`config.mk`:
```
export PLATFORM = sky130hd
export DESIGN_NAME = json_string_unescape_top
export DESIGN_NICKNAME = d
export VERILOG_FILES = /design/src/jsu_pkg.sv /design/src/jsu_front.sv /design/src/jsu_queue.sv /design/src/jsu_back.sv /design/src/json_string_unescape_top.sv
export SDC_FILE = /design/constraint.sdc
export NUM_CORES = 1
export LEC_CHECK = 0
export ABC_AREA = 1
export BUFFER_PORTS_ARGS = -buffer_cell sky130_fd_sc_hd__buf_2
export CAP_MARGIN = 25
export CORE_MARGIN = 2
export CORE_UTILIZATION = 45
export CTS_CLUSTER_DIAMETER = 40
export DETAILED_ROUTE_END_ITERATION = 10
export GPL_ROUTABILITY_DRIVEN = 0
export HOLD_SLACK_MARGIN = 0.06
export PLACE_DENSITY = 0.63
export SYNTH_ARGS = -nofsm -noshare
export SYNTH_HDL_FRONTEND = slang
export SYNTH_SLANG_ARGS = --single-unit
```
`constraint.sdc`:
```
create_clock -name clk -period 9.6 [get_ports clk]
set_clock_uncertainty 0.15 [all_clocks]
set_input_delay 1.44 -clock clk [delete_from_list [all_inputs] [get_ports clk]]
set_output_delay 1.44 -clock clk [all_outputs]
set_load 0.01 [all_outputs]
```
`src/jsu_pkg.sv`:
```
// ----------------------------------------------------------------------------
// jsu_pkg
// Shared types and constants for the JSON string unescaper: the input and
// result beat formats, the job record between the front and back ends, and
// the decoder's character codes.
// ----------------------------------------------------------------------------
package jsu_pkg;

  typedef struct packed {
    logic [7:0] in_char;
    logic       in_last;
  } in_t;

  typedef struct packed {
    logic [7:0] out_char;
    logic       run_end;
    logic       string_end;
  } out_t;

  localparam int unsigned MaxBytes   = 5;
  localparam int unsigned ByteIdxW   = $clog2(MaxBytes);
  localparam int unsigned CountW     = $clog2(MaxBytes + 1);
  localparam int unsigned QueueDepth = 4;
  localparam int unsigned QPtrW      = $clog2(QueueDepth);
  localparam int unsigned QCountW    = $clog2(QueueDepth + 1);

  // One input byte's worth of output bytes.
  typedef struct packed {
    logic [MaxBytes-1:0][7:0] bytes;
    logic [CountW-1:0]        count;
    logic                     last;
  } job_t;

  // Decoder modes.
  localparam logic [1:0] MODE_NORMAL = 2'd0;
  localparam logic [1:0] MODE_ESCAPE = 2'd1;
  localparam logic [1:0] MODE_HEX    = 2'd2;

  // Character codes.
  localparam logic [7:0] CH_BACKSLASH = 8'h5C;
  localparam logic [7:0] CH_N         = 8'h6E;
  localparam logic [7:0] CH_T         = 8'h74;
  localparam logic [7:0] CH_R         = 8'h72;
  localparam logic [7:0] CH_B         = 8'h62;
  localparam logic [7:0] CH_F         = 8'h66;
  localparam logic [7:0] CH_U         = 8'h75;
  localparam logic [7:0] CH_LF        = 8'h0A;
  localparam logic [7:0] CH_TAB       = 8'h09;
  localparam logic [7:0] CH_CR        = 8'h0D;
  localparam logic [7:0] CH_BS        = 8'h08;
  localparam logic [7:0] CH_FF        = 8'h0C;

  // UTF-8 encoding constants.
  localparam logic [7:0]  UTF8_LEAD2 = 8'hC0;
  localparam logic [7:0]  UTF8_LEAD3 = 8'hE0;
  localparam logic [7:0]  UTF8_CONT  = 8'h80;
  localparam logic [15:0] UTF8_ONE_LIMIT = 16'h0080;
  localparam logic [15:0] UTF8_TWO_LIMIT = 16'h0800;

  // Bit 4 set means the byte is not a hex digit; bits 3:0 hold the value.
  function automatic logic [4:0] hex_digit(input logic [7:0] c);
    logic [4:0] r;
    r = 5'h10;
    if (c >= 8'h30 && c <= 8'h39) begin
      r = {1'b0, 4'(c - 8'h30)};
    end else if (c >= 8'h61 && c <= 8'h66) begin
      r = {1'b0, 4'(c - 8'h57)};
    end else if (c >= 8'h41 && c <= 8'h46) begin
      r = {1'b0, 4'(c - 8'h37)};
    end
    return r;
  endfunction

endpackage

```
`src/jsu_front.sv`:
```
// ----------------------------------------------------------------------------
// jsu_front
// Decoder front end: accepts one input byte per beat, tracks escape and hex
// state, and builds the list of output bytes that the byte causes.
// ----------------------------------------------------------------------------
module jsu_front (
  input  logic          clk,
  input  logic          rst,
  input  logic          item_valid,
  output logic          item_ready,
  input  jsu_pkg::in_t  item,
  input  logic          q_ready,
  output logic          push,
  output jsu_pkg::job_t job
);

  logic [1:0] mode;
  logic [1:0] mode_next;
  logic [1:0] hex_count;
  logic [1:0] hex_count_next;
  logic [7:0] hex_chars [3];
  logic       hex_wr;
  logic       accept;

  logic [7:0]  c;
  logic        last;
  logic [4:0]  hv;
  logic [4:0]  h0;
  logic [4:0]  h1;
  logic [4:0]  h2;
  logic [15:0] cp;
  logic [jsu_pkg::CountW-1:0] n;

  assign c          = item.in_char;
  assign last       = item.in_last;
  assign hv         = jsu_pkg::hex_digit(c);
  assign h0         = jsu_pkg::hex_digit(hex_chars[0]);
  assign h1         = jsu_pkg::hex_digit(hex_chars[1]);
  assign h2         = jsu_pkg::hex_digit(hex_chars[2]);
  assign item_ready = q_ready;
  assign accept     = item_valid && q_ready;
  assign push       = accept && (n != '0);

  assign cp = {h0[3:0], h1[3:0], h2[3:0], hv[3:0]};

  always_comb begin
    job            = '0;
    n              = '0;
    mode_next      = mode;
    hex_count_next = hex_count;
    hex_wr         = 1'b0;
    unique case (mode)
      jsu_pkg::MODE_ESCAPE: begin
        mode_next = jsu_pkg::MODE_NORMAL;
        case (c)
          jsu_pkg::CH_N: begin job.bytes[n] = jsu_pkg::CH_LF;  n = n + 1'b1; end
          jsu_pkg::CH_T: begin job.bytes[n] = jsu_pkg::CH_TAB; n = n + 1'b1; end
          jsu_pkg::CH_R: begin job.bytes[n] = jsu_pkg::CH_CR;  n = n + 1'b1; end
          jsu_pkg::CH_B: begin job.bytes[n] = jsu_pkg::CH_BS;  n = n + 1'b1; end
          jsu_pkg::CH_F: begin job.bytes[n] = jsu_pkg::CH_FF;  n = n + 1'b1; end
          jsu_pkg::CH_U: begin
            if (last) begin
              job.bytes[n] = jsu_pkg::CH_U;
              n = n + 1'b1;
            end else begin
              mode_next      = jsu_pkg::MODE_HEX;
              hex_count_next = 2'd0;
            end
          end
          default: begin job.bytes[n] = c; n = n + 1'b1; end
        endcase
      end
      jsu_pkg::MODE_HEX: begin
        if (!hv[4] && hex_count == 2'd3) begin
          mode_next      = jsu_pkg::MODE_NORMAL;
          hex_count_next = 2'd0;
          if (cp < jsu_pkg::UTF8_ONE_LIMIT) begin
            job.bytes[n] = cp[7:0];
            n = n + 1'b1;
          end else if (cp < jsu_pkg::UTF8_TWO_LIMIT) begin
            job.bytes[n] = jsu_pkg::UTF8_LEAD2 | {3'b000, cp[10:6]};
            n = n + 1'b1;
            job.bytes[n] = jsu_pkg::UTF8_CONT | {2'b00, cp[5:0]};
            n = n + 1'b1;
          end else begin
            job.bytes[n] = jsu_pkg::UTF8_LEAD3 | {4'b0000, cp[15:12]};
            n = n + 1'b1;
            job.bytes[n] = jsu_pkg::UTF8_CONT | {2'b00, cp[11:6]};
            n = n + 1'b1;
            job.bytes[n] = jsu_pkg::UTF8_CONT | {2'b00, cp[5:0]};
            n = n + 1'b1;
          end
        end else if (!hv[4] && !last) begin
          hex_wr         = 1'b1;
          hex_count_next = hex_count + 2'd1;
        end else begin
          // Broken or cut-off escape: replay the 'u' and the digits so far literally,
          // then treat the current byte as an ordinary one.
          job.bytes[n] = jsu_pkg::CH_U;
          n = n + 1'b1;
          if (hex_count > 2'd0) begin job.bytes[n] = hex_chars[0]; n = n + 1'b1; end
          if (hex_count > 2'd1) begin job.bytes[n] = hex_chars[1]; n = n + 1'b1; end
          if (hex_count > 2'd2) begin job.bytes[n] = hex_chars[2]; n = n + 1'b1; end
          mode_next      = jsu_pkg::MODE_NORMAL;
          hex_count_next = 2'd0;
          if (c == jsu_pkg::CH_BACKSLASH && !last) begin
            mode_next = jsu_pkg::MODE_ESCAPE;
          end else begin
            job.bytes[n] = c;
            n = n + 1'b1;
          end
        end
      end
      default: begin
        mode_next = jsu_pkg::MODE_NORMAL;
        if (c == jsu_pkg::CH_BACKSLASH && !last) begin
          mode_next = jsu_pkg::MODE_ESCAPE;
        end else begin
          job.bytes[n] = c;
          n = n + 1'b1;
        end
      end
    endcase
    if (last) begin
      mode_next      = jsu_pkg::MODE_NORMAL;
      hex_count_next = 2'd0;
    end
    job.count = n;
    job.last  = last;
  end

  always_ff @(posedge clk) begin
    if (rst) begin
      mode      <= jsu_pkg::MODE_NORMAL;
      hex_count <= 2'd0;
    end else if (accept) begin
      mode      <= mode_next;
      hex_count <= hex_count_next;
    end
  end

  always_ff @(posedge clk) begin
    if (accept && hex_wr) begin
      hex_chars[hex_count] <= c;
    end
  end

endmodule

```
`src/jsu_queue.sv`:
```
// ----------------------------------------------------------------------------
// jsu_queue
// Short job queue between the decoder and the output serializer.
// ----------------------------------------------------------------------------
module jsu_queue (
  input  logic          clk,
  input  logic          rst,
  input  logic          push,
  input  jsu_pkg::job_t push_job,
  output logic          q_ready,
  input  logic          pop,
  output logic          head_valid,
  output jsu_pkg::job_t head
);

  jsu_pkg::job_t entries [jsu_pkg::QueueDepth];
  logic [jsu_pkg::QPtrW-1:0]   wr_ptr;
  logic [jsu_pkg::QPtrW-1:0]   rd_ptr;
  logic [jsu_pkg::QCountW-1:0] fill;

  assign q_ready    = (fill != jsu_pkg::QCountW'(jsu_pkg::QueueDepth));
  assign head_valid = (fill != '0);
  assign head       = entries[rd_ptr];

  always_ff @(posedge clk) begin
    if (rst) begin
      wr_ptr <= '0;
      rd_ptr <= '0;
      fill   <= '0;
    end else begin
      if (push) begin
        wr_ptr <= wr_ptr + 1'b1;
      end
      if (pop) begin
        rd_ptr <= rd_ptr + 1'b1;
      end
      if (push && !pop) begin
        fill <= fill + 1'b1;
      end else if (pop && !push) begin
        fill <= fill - 1'b1;
      end
    end
  end

  always_ff @(posedge clk) begin
    if (push) begin
      entries[wr_ptr] <= push_job;
    end
  end

endmodule

```
`src/jsu_back.sv`:
```
// ----------------------------------------------------------------------------
// jsu_back
// Output serializer: walks the bytes of the job at the queue head and sends
// one result beat per cycle, while result_ready is high, from an output register.
// ----------------------------------------------------------------------------
module jsu_back (
  input  logic          clk,
  input  logic          rst,
  input  logic          head_valid,
  input  jsu_pkg::job_t head,
  output logic          pop,
  output logic          result_valid,
  input  logic          result_ready,
  output jsu_pkg::out_t result
);

  logic [jsu_pkg::ByteIdxW-1:0] idx;
  logic load;
  logic final_byte;

  assign load       = head_valid && (!result_valid || result_ready);
  assign final_byte = (jsu_pkg::CountW'(idx) + 1'b1 == head.count);
  assign pop        = load && final_byte;

  always_ff @(posedge clk) begin
    if (rst) begin
      result_valid <= 1'b0;
      idx          <= '0;
    end else if (load) begin
      result_valid <= 1'b1;
      idx          <= final_byte ? '0 : idx + 1'b1;
    end else if (result_ready) begin
      result_valid <= 1'b0;
    end
  end

  always_ff @(posedge clk) begin
    if (load) begin
      result.out_char   <= head.bytes[idx];
      result.run_end    <= final_byte;
      result.string_end <= final_byte && head.last;
    end
  end

endmodule

```
`src/json_string_unescape_top.sv`:
```
// ----------------------------------------------------------------------------
// json_string_unescape_top
// Streaming JSON string-body unescaper with UTF-8 output for \u escapes.
// ----------------------------------------------------------------------------
// One input byte is taken per cycle while the four-entry job queue has room.
// A byte yields zero to five output bytes; the output register sends one
// result beat per cycle while result_ready is high, so a byte that yields
// more than one result holds the output side until all have gone. Sustained
// input rate is one byte per cycle only while each byte yields at most one
// result and result_ready stays high. The accepting edge writes a byte's job
// into the queue; the output register takes its first result from the head.
// A result beat carries run_end on the last byte a given input byte caused
// and string_end on the last result of a string.
module json_string_unescape_top (
  input  logic          clk,
  input  logic          rst,
  input  logic          item_valid,
  output logic          item_ready,
  input  jsu_pkg::in_t  item,
  output logic          result_valid,
  input  logic          result_ready,
  output jsu_pkg::out_t result
);

  logic          q_ready;
  logic          push;
  jsu_pkg::job_t push_job;
  logic          pop;
  logic          head_valid;
  jsu_pkg::job_t head;

  jsu_front u_front (
    .clk        (clk),
    .rst        (rst),
    .item_valid (item_valid),
    .item_ready (item_ready),
    .item       (item),
    .q_ready    (q_ready),
    .push       (push),
    .job        (push_job)
  );

  jsu_queue u_queue (
    .clk        (clk),
    .rst        (rst),
    .push       (push),
    .push_job   (push_job),
    .q_ready    (q_ready),
    .pop        (pop),
    .head_valid (head_valid),
    .head       (head)
  );

  jsu_back u_back (
    .clk          (clk),
    .rst          (rst),
    .head_valid   (head_valid),
    .head         (head),
    .pop          (pop),
    .result_valid (result_valid),
    .result_ready (result_ready),
    .result       (result)
  );

endmodule

```
# Yosys cells after proc, flatten, opt, wreduce, memory -nomap -nowiden
# Memories as Yosys holds them, arrays and structs flattened. A register that Yosys moved wholly into a read port is not among the register bits.
# Cells that the tools add are included.
[totals]
reg_bits = 25
latch_bits = 0
ramBits = 200
mem_bits_ro = 0
inputBits = 13
out_inout_bits = 12
wordCells = 216
n_memories = 2
[classes]
add_sub_neg = 21
n_mul = 0
div_mod_pow = 0
order_cmp = 36
n_eq_ne = 14
n_shift = 0
mux = 94
bitwise = 0
reduce_logical = 39
[mem_list]
columns = ["memory", "depth", "word_bits", "rd", "rd_ports_with_merged_regs", "wr", "line", "rtl"]
rows = [
  ["u_queue.entries", 4, 44, 1, 1, 1, "jsu_queue.sv:16", "jsu_pkg::job_t entries [jsu_pkg::QueueDepth];"],
  ["u_front.hex_chars", 3, 8, 3, 0, 1, "jsu_front.sv:21", "logic [7:0] hex_chars [3];"],
]
[ops]
columns = ["operator", "n"]
rows = [
  ["40-bit two-way mux", 10],
  ["40-bit bitwise mux", 3],
  ["8-bit two-way mux", 11],
  ["8-bit demux with 3-bit select", 3],
  ["8-bit by 7-bit >= comparator with 1-bit output (second input constant)", 8],
  ["8-bit by 7-bit <= comparator with 1-bit output (second input constant)", 8],
  ["3-bit two-way mux", 19],
  ["8-bit by 7-bit == test with 1-bit output (second input constant)", 7],
  ["8-bit one-hot mux with 6 select lines", 1],
  ["4-bit two-way mux", 9],
  ["8-bit by 6-bit >= comparator with 1-bit output (second input constant)", 4],
  ["8-bit by 6-bit <= comparator with 1-bit output (second input constant)", 4],
  ["16-bit two-way mux", 2],
  ["32-bit two-way mux", 1],
  ["4-bit by 3-bit subtractor with 4-bit output (second input constant)", 8],
  ["1-bit logical AND", 26],
  ["8-bit binary-select mux with 3-bit select", 1],
  ["24-bit two-way mux", 1],
  ["2-bit two-way mux", 11],
  ["16-bit by 12-bit less-than comparator with 1-bit output (second input constant)", 1],
  ["16-bit by 8-bit less-than comparator with 1-bit output (second input constant)", 1],
  ["3-bit by 4-bit less-than comparator with 1-bit output (second input constant)", 4],
  ["8-bit one-hot mux with 2 select lines", 1],
  ["4-bit by 1-bit subtractor with 4-bit output (second input constant)", 4],
  ["other kinds (23)", 56],
]

# Depth between registers and ports, before layout
[logic_depth]
ltp_word = 31
ltp_mapped = 26
ltp_nobuf = 26

# Cells and area by module
# From an unflattened synthesis, not the netlist that was laid out.
[unflattened]
cells_unflattened = 1180
area_unflattened_um2 = 11766.3
[by_module_without_submodules]
columns = ["module", "instances", "cells_each", "area_each_um2", "seq_area_each_um2"]
rows = [
  ["jsu_queue", 1, 484, 7055.5, 5465.2],
  ["jsu_front", 1, 560, 3762.4, 800.8],
  ["jsu_back", 1, 136, 948.4, 380.4],
]

# Worst setup path before layout
# No wires, ideal clock.
[synth_timing]
path_type = "input-to-reg"
from = "input item[2] (netlist name)"
to = "memory u_queue.entries[0][0] (netlist name) (enable)"
setup_time_ps = 410
arrival_time_ps = 4065
required_ps = 9040
slack_ps = 4975
stages = 15
n_path_buf = 0
cell_sequence = "inv_1 ha_1 inv_1 nand3_1 o211ai_1 nand2_4 nand2_4 inv_2 nor2_4 nand2_2 nor3_4 nor2_4 nand2_4 nand2_4 nor2_2"
[synth_lines]
columns = ["element", "line", "rtl"]
rows = [
  ["start: declaration", "json_string_unescape_top.sv:19", "input jsu_pkg::in_t item,"],
  ["end: declaration", "jsu_queue.sv:16", ""],
]

==> impl.org <==
** Status
- Outcome :: complete, no violations

** Setup path
- Required time of the critical path :: 9.88 ns
- In this run the worst path has a maximum fanout of 15.
- CP Launch Type :: input port
- Data arrival time of the critical path :: 4.90 ns
- The setup path with the least slack is of type in -> reg.
- The worst setup path is captured at a register.

** Yosys
- After synthesis, the share of flip-flops with an asynchronous set or reset is 0%.
- Cell types with the largest area share after synthesis :: sky130_fd_sc_hd__edfxtp_1 (55%), sky130_fd_sc_hd__o21ai_0 (6.6%), sky130_fd_sc_hd__nor2_1 (5.6%)
- Mux contribution to synthesized area :: 0%
- Sequential cells were found to cover 58.4% of the synthesized design area.
- Area share of the largest cell type after synthesis :: between 50% and 60%
- After Yosys synthesis, and, or, nand and nor cells account for between 15 and 20% of the synthesized area.
- Synth Area in XOR/XNOR :: 0.616%
- The commonest cells after synthesis are sky130_fd_sc_hd__edfxtp_1 (210), sky130_fd_sc_hd__nor2_1 (169), sky130_fd_sc_hd__o21ai_0 (150).
- Number of nets in the synthesized netlist :: 1188
- After synthesis, the largest family of logic cells by area is compound AO/OA/AOI/OAI gates.
- For this run, the number of Yosys warnings is 0.
- Most common cell in the netlist :: sky130_fd_sc_hd__edfxtp_1
- Number of synthesized flops with an enable pin :: 210
- Of the total synthesized cell area, the portion taken by full adders, half adders and majority gates is roughly 3.6%.
- Summing the areas of all compound-gate instances in the mapped netlist gives between 15 and 20% of the synthesized area.
- Each instance of the synthesized netlist takes up on average between 9 and 10 um2.
- In this run, synthesis produced a sequential element count of between 200 and 250.
- The synthesized netlist contains 48 unique library cells.
- Post-Synthesis Cell Area :: approximately 11000 um2
- Post-synthesis cell type with the largest combined area :: sky130_fd_sc_hd__edfxtp_1
- Post-synthesis instance total :: 1143
- Most frequently used flop master after synthesis :: sky130_fd_sc_hd__edfxtp_1

** Global route
- Antenna violations before repair :: 0
- Vias in the first global route :: 8242
- Global routing used 23.1% of the available tracks across all layers.
- Entering global routing, the biggest net connects 57 pins.
- Global-route wire length before repair :: about 47 mm
- The total overflow left after global routing is 0.

** Clocking
- The tree is rooted in a sky130_fd_sc_hd__clkbuf_16.
- The clock passes through at most 3 buffers.
- Post-CTS clock slew at the launch and capture registers of the worst setup and hold paths :: around 0.060 ns
- After clock tree synthesis, the setup repair step added 0 buffers.
- Count of cells resized by post-cts repair :: 0
- The number of clock buffers added by TritonCTS is 28.
- For the worst-skew pair, the clock arrives at the later sink with an insertion delay of approximately 0.54 ns.
- Clock sink count :: approximately 230
- In this run the number of H-tree levels came out at 1.
- The number of hold buffers added after CTS was 0.
- Clock tree from TritonCTS :: built

** Final layout
- Layout Area Growth over Synthesis :: 12.5%
- Cells fill between 50% and 60% of the core in the end.
- The post-route netlist has between 10% and 20% of its cells at a drive strength greater than 1.
- The number of antenna diodes in the final layout is 0.
- For this run, the post-layout net count is between 1000 and 1500.

** Timing
- Measured against its own limit, the worst slew margin works out to about 26%.
- Setup repair after global routing missed its margin :: false
- In the finished design, the share of the clock period the worst path needs comes to between 40% and 50%.
- Fmax :: between 0.2 and 0.25 GHz
- Setup violations remaining at the end of the flow were counted as 0.
- The number of hold violations in the final report is 0.
- For the pin with the worst max-slew slack, the measured transition is approximately 1.1 ns.
- The number of slew-limit violations in the final report came to 0.
- Final critical path time including I/O delays and setup :: 4.63 ns
- Post-Route Setup TNS :: 0 ns

** Detailed routing
- After detailed routing, the number of remaining DRC violations is 0.
- The first detailed-routing pass took 6 iterations.
- For this block, the routed nets add up to approximately 31 mm of wire.
- In the final routed layout, each cell accounts on average for a little over 20 um.
- Routed via count divided by cell count :: approximately 5.8
- Antenna violation net count after detailed routing :: 0
- The detailed router placed slightly below 9000 vias in this run.
- Number of DRC markers after the initial detailed-route iteration :: between 1000 and 1500

** Die
- Initial core utilization :: between 40% and 50%
- Number of ports placed on the die boundary :: 25
- The die covers approximately 27000 um2.
- Number of rows created at floorplan :: a little under 60
- Placeable core area :: ~25000 um2
- Horizontal die dimension :: approximately 160 um
- Measured along the y axis, the die boundary spans ~160 um.

** Flow run
- # Max-Cap Violations :: 0

** Power
- Static Leak :: 4.79 nW
- Power density relative to cell area :: 243 nW/um2
- The worst-case IR drop observed on VDD is 193 uV.

** Place
- Final HPWL DP :: ~21 mm
- In this run the tool buffered the top-level ports with 24 buffer cells.

** Hold path
- Worst hold path type :: reg -> reg
cell families after synthesis:
family | count (synthesis)
AND/OR/NAND/NOR | 405
AO/OA/AOI/OAI | 314
flip-flops | 227
buffers and inverters | 157
adder cells (fa/ha/maj) | 32
XOR/XNOR | 8
layout make-up:
class | count | area, um2
Clock buffer | 29 | 704
Multi-Input combinational cell | 759 | 4140
Clock inverter | 23 | 283
Sequential cell | 227 | 6650
Fill cell | 2287 | 12200
Timing Repair Buffer | 35 | 203
Inverter | 109 | 414
Tap cell | 330 | 413
layout by cell type, fill, tap and decap left out, types with 24 or more instances in the layout:
cell,instances
sky130_fd_sc_hd__clkbuf_16,28
sky130_fd_sc_hd__inv_1,92
sky130_fd_sc_hd__a21oi_1,43
sky130_fd_sc_hd__nand3_1,52
sky130_fd_sc_hd__nor2_1,169
sky130_fd_sc_hd__ha_1,31
sky130_fd_sc_hd__o22ai_1,37
sky130_fd_sc_hd__edfxtp_1,210
sky130_fd_sc_hd__buf_2,24
sky130_fd_sc_hd__nand2_1,135
sky130_fd_sc_hd__o21ai_0,150
worst max-delay path, stage by stage:
cell and delay, ns:
sky130_fd_sc_hd__buf_2 0.22, sky130_fd_sc_hd__inv_1 0.15, sky130_fd_sc_hd__ha_1 0.22, sky130_fd_sc_hd__inv_1 0.09
sky130_fd_sc_hd__nor4_1 0.06, sky130_fd_sc_hd__nand3_1 0.32, sky130_fd_sc_hd__nand2_1 0.36, sky130_fd_sc_hd__inv_1 0.20
sky130_fd_sc_hd__nor2_1 0.08, sky130_fd_sc_hd__nor3_4 0.33, sky130_fd_sc_hd__nor2_4 0.08, sky130_fd_sc_hd__nand2_4 0.10
sky130_fd_sc_hd__nand2_4 0.11, sky130_fd_sc_hd__inv_2 0.08, sky130_fd_sc_hd__ha_1 0.14, sky130_fd_sc_hd__inv_1 0.06
sky130_fd_sc_hd__fa_1 0.38, sky130_fd_sc_hd__a21oi_1 0.14, sky130_fd_sc_hd__o21ai_0 0.11, sky130_fd_sc_hd__o21ai_0 0.16
sky130_fd_sc_hd__a21oi_1 0.06
metrics by stage:
| stage | instance area, um2 | power, mW | setup WS, ns | cells | hold slack, ns |
|---|---|---|---|---|---|
| after global routing | 12800 | 3.26 | 4.67 | 1512 | 0.360 |
| after floorplan | 11400 | 1.80 | 4.97 | 1143 | 0.304 |
| after detailed placement | 11800 | 2.06 | 4.52 | 1460 | 0.327 |
| after global placement | 11800 | 2.05 | 4.59 | 1460 | 0.328 |
| after CTS | 12800 | 3.14 | 5.07 | 1512 | 0.342 |
| final | 12800 | 3.11 | 4.97 | 1512 | 0.339 |
sequential cells by signal, summed over array words and instances, names as in the netlist, named ones only:
register / cells
u_front.hex_count: 2
u_front.hex_chars: 24
u_back.result: 10
u_back.result_valid: 1
u_queue.fill: 3
u_front.mode: 2
u_queue.wr_ptr: 2
u_queue.entries: 176
u_back.idx: 3
u_queue.rd_ptr: 2
layer usage:
layer	routed length, um	GRT usage (%)
met5	0	0
met4	1400	8.97
met3	2140	3.41
met2	13900	36.9
met1	13100	32.0
path summary, 6_finish.rpt:
kind                     start               to  slack [ns]  cells past startpoint
max reg2reg           register  u_queue.fill[2]        5.58                     17
min          u_queue.rd_ptr[1]         register        0.34                      1
min reg2reg  u_queue.rd_ptr[1]         register        0.34                      1
max                    item[1]  u_queue.fill[2]        4.97                     21
power breakdown:
group	switching (mW)	leakage (nW)	total, mW	internal (mW)
clock	0.422	0.473	1.08	0.656
sequential	0.0485	2.12	1.30	1.25
combinational	0.514	2.19	0.739	0.224
total	0.984	4.79	3.11	2.13
(Power assumes the default switching activity.)
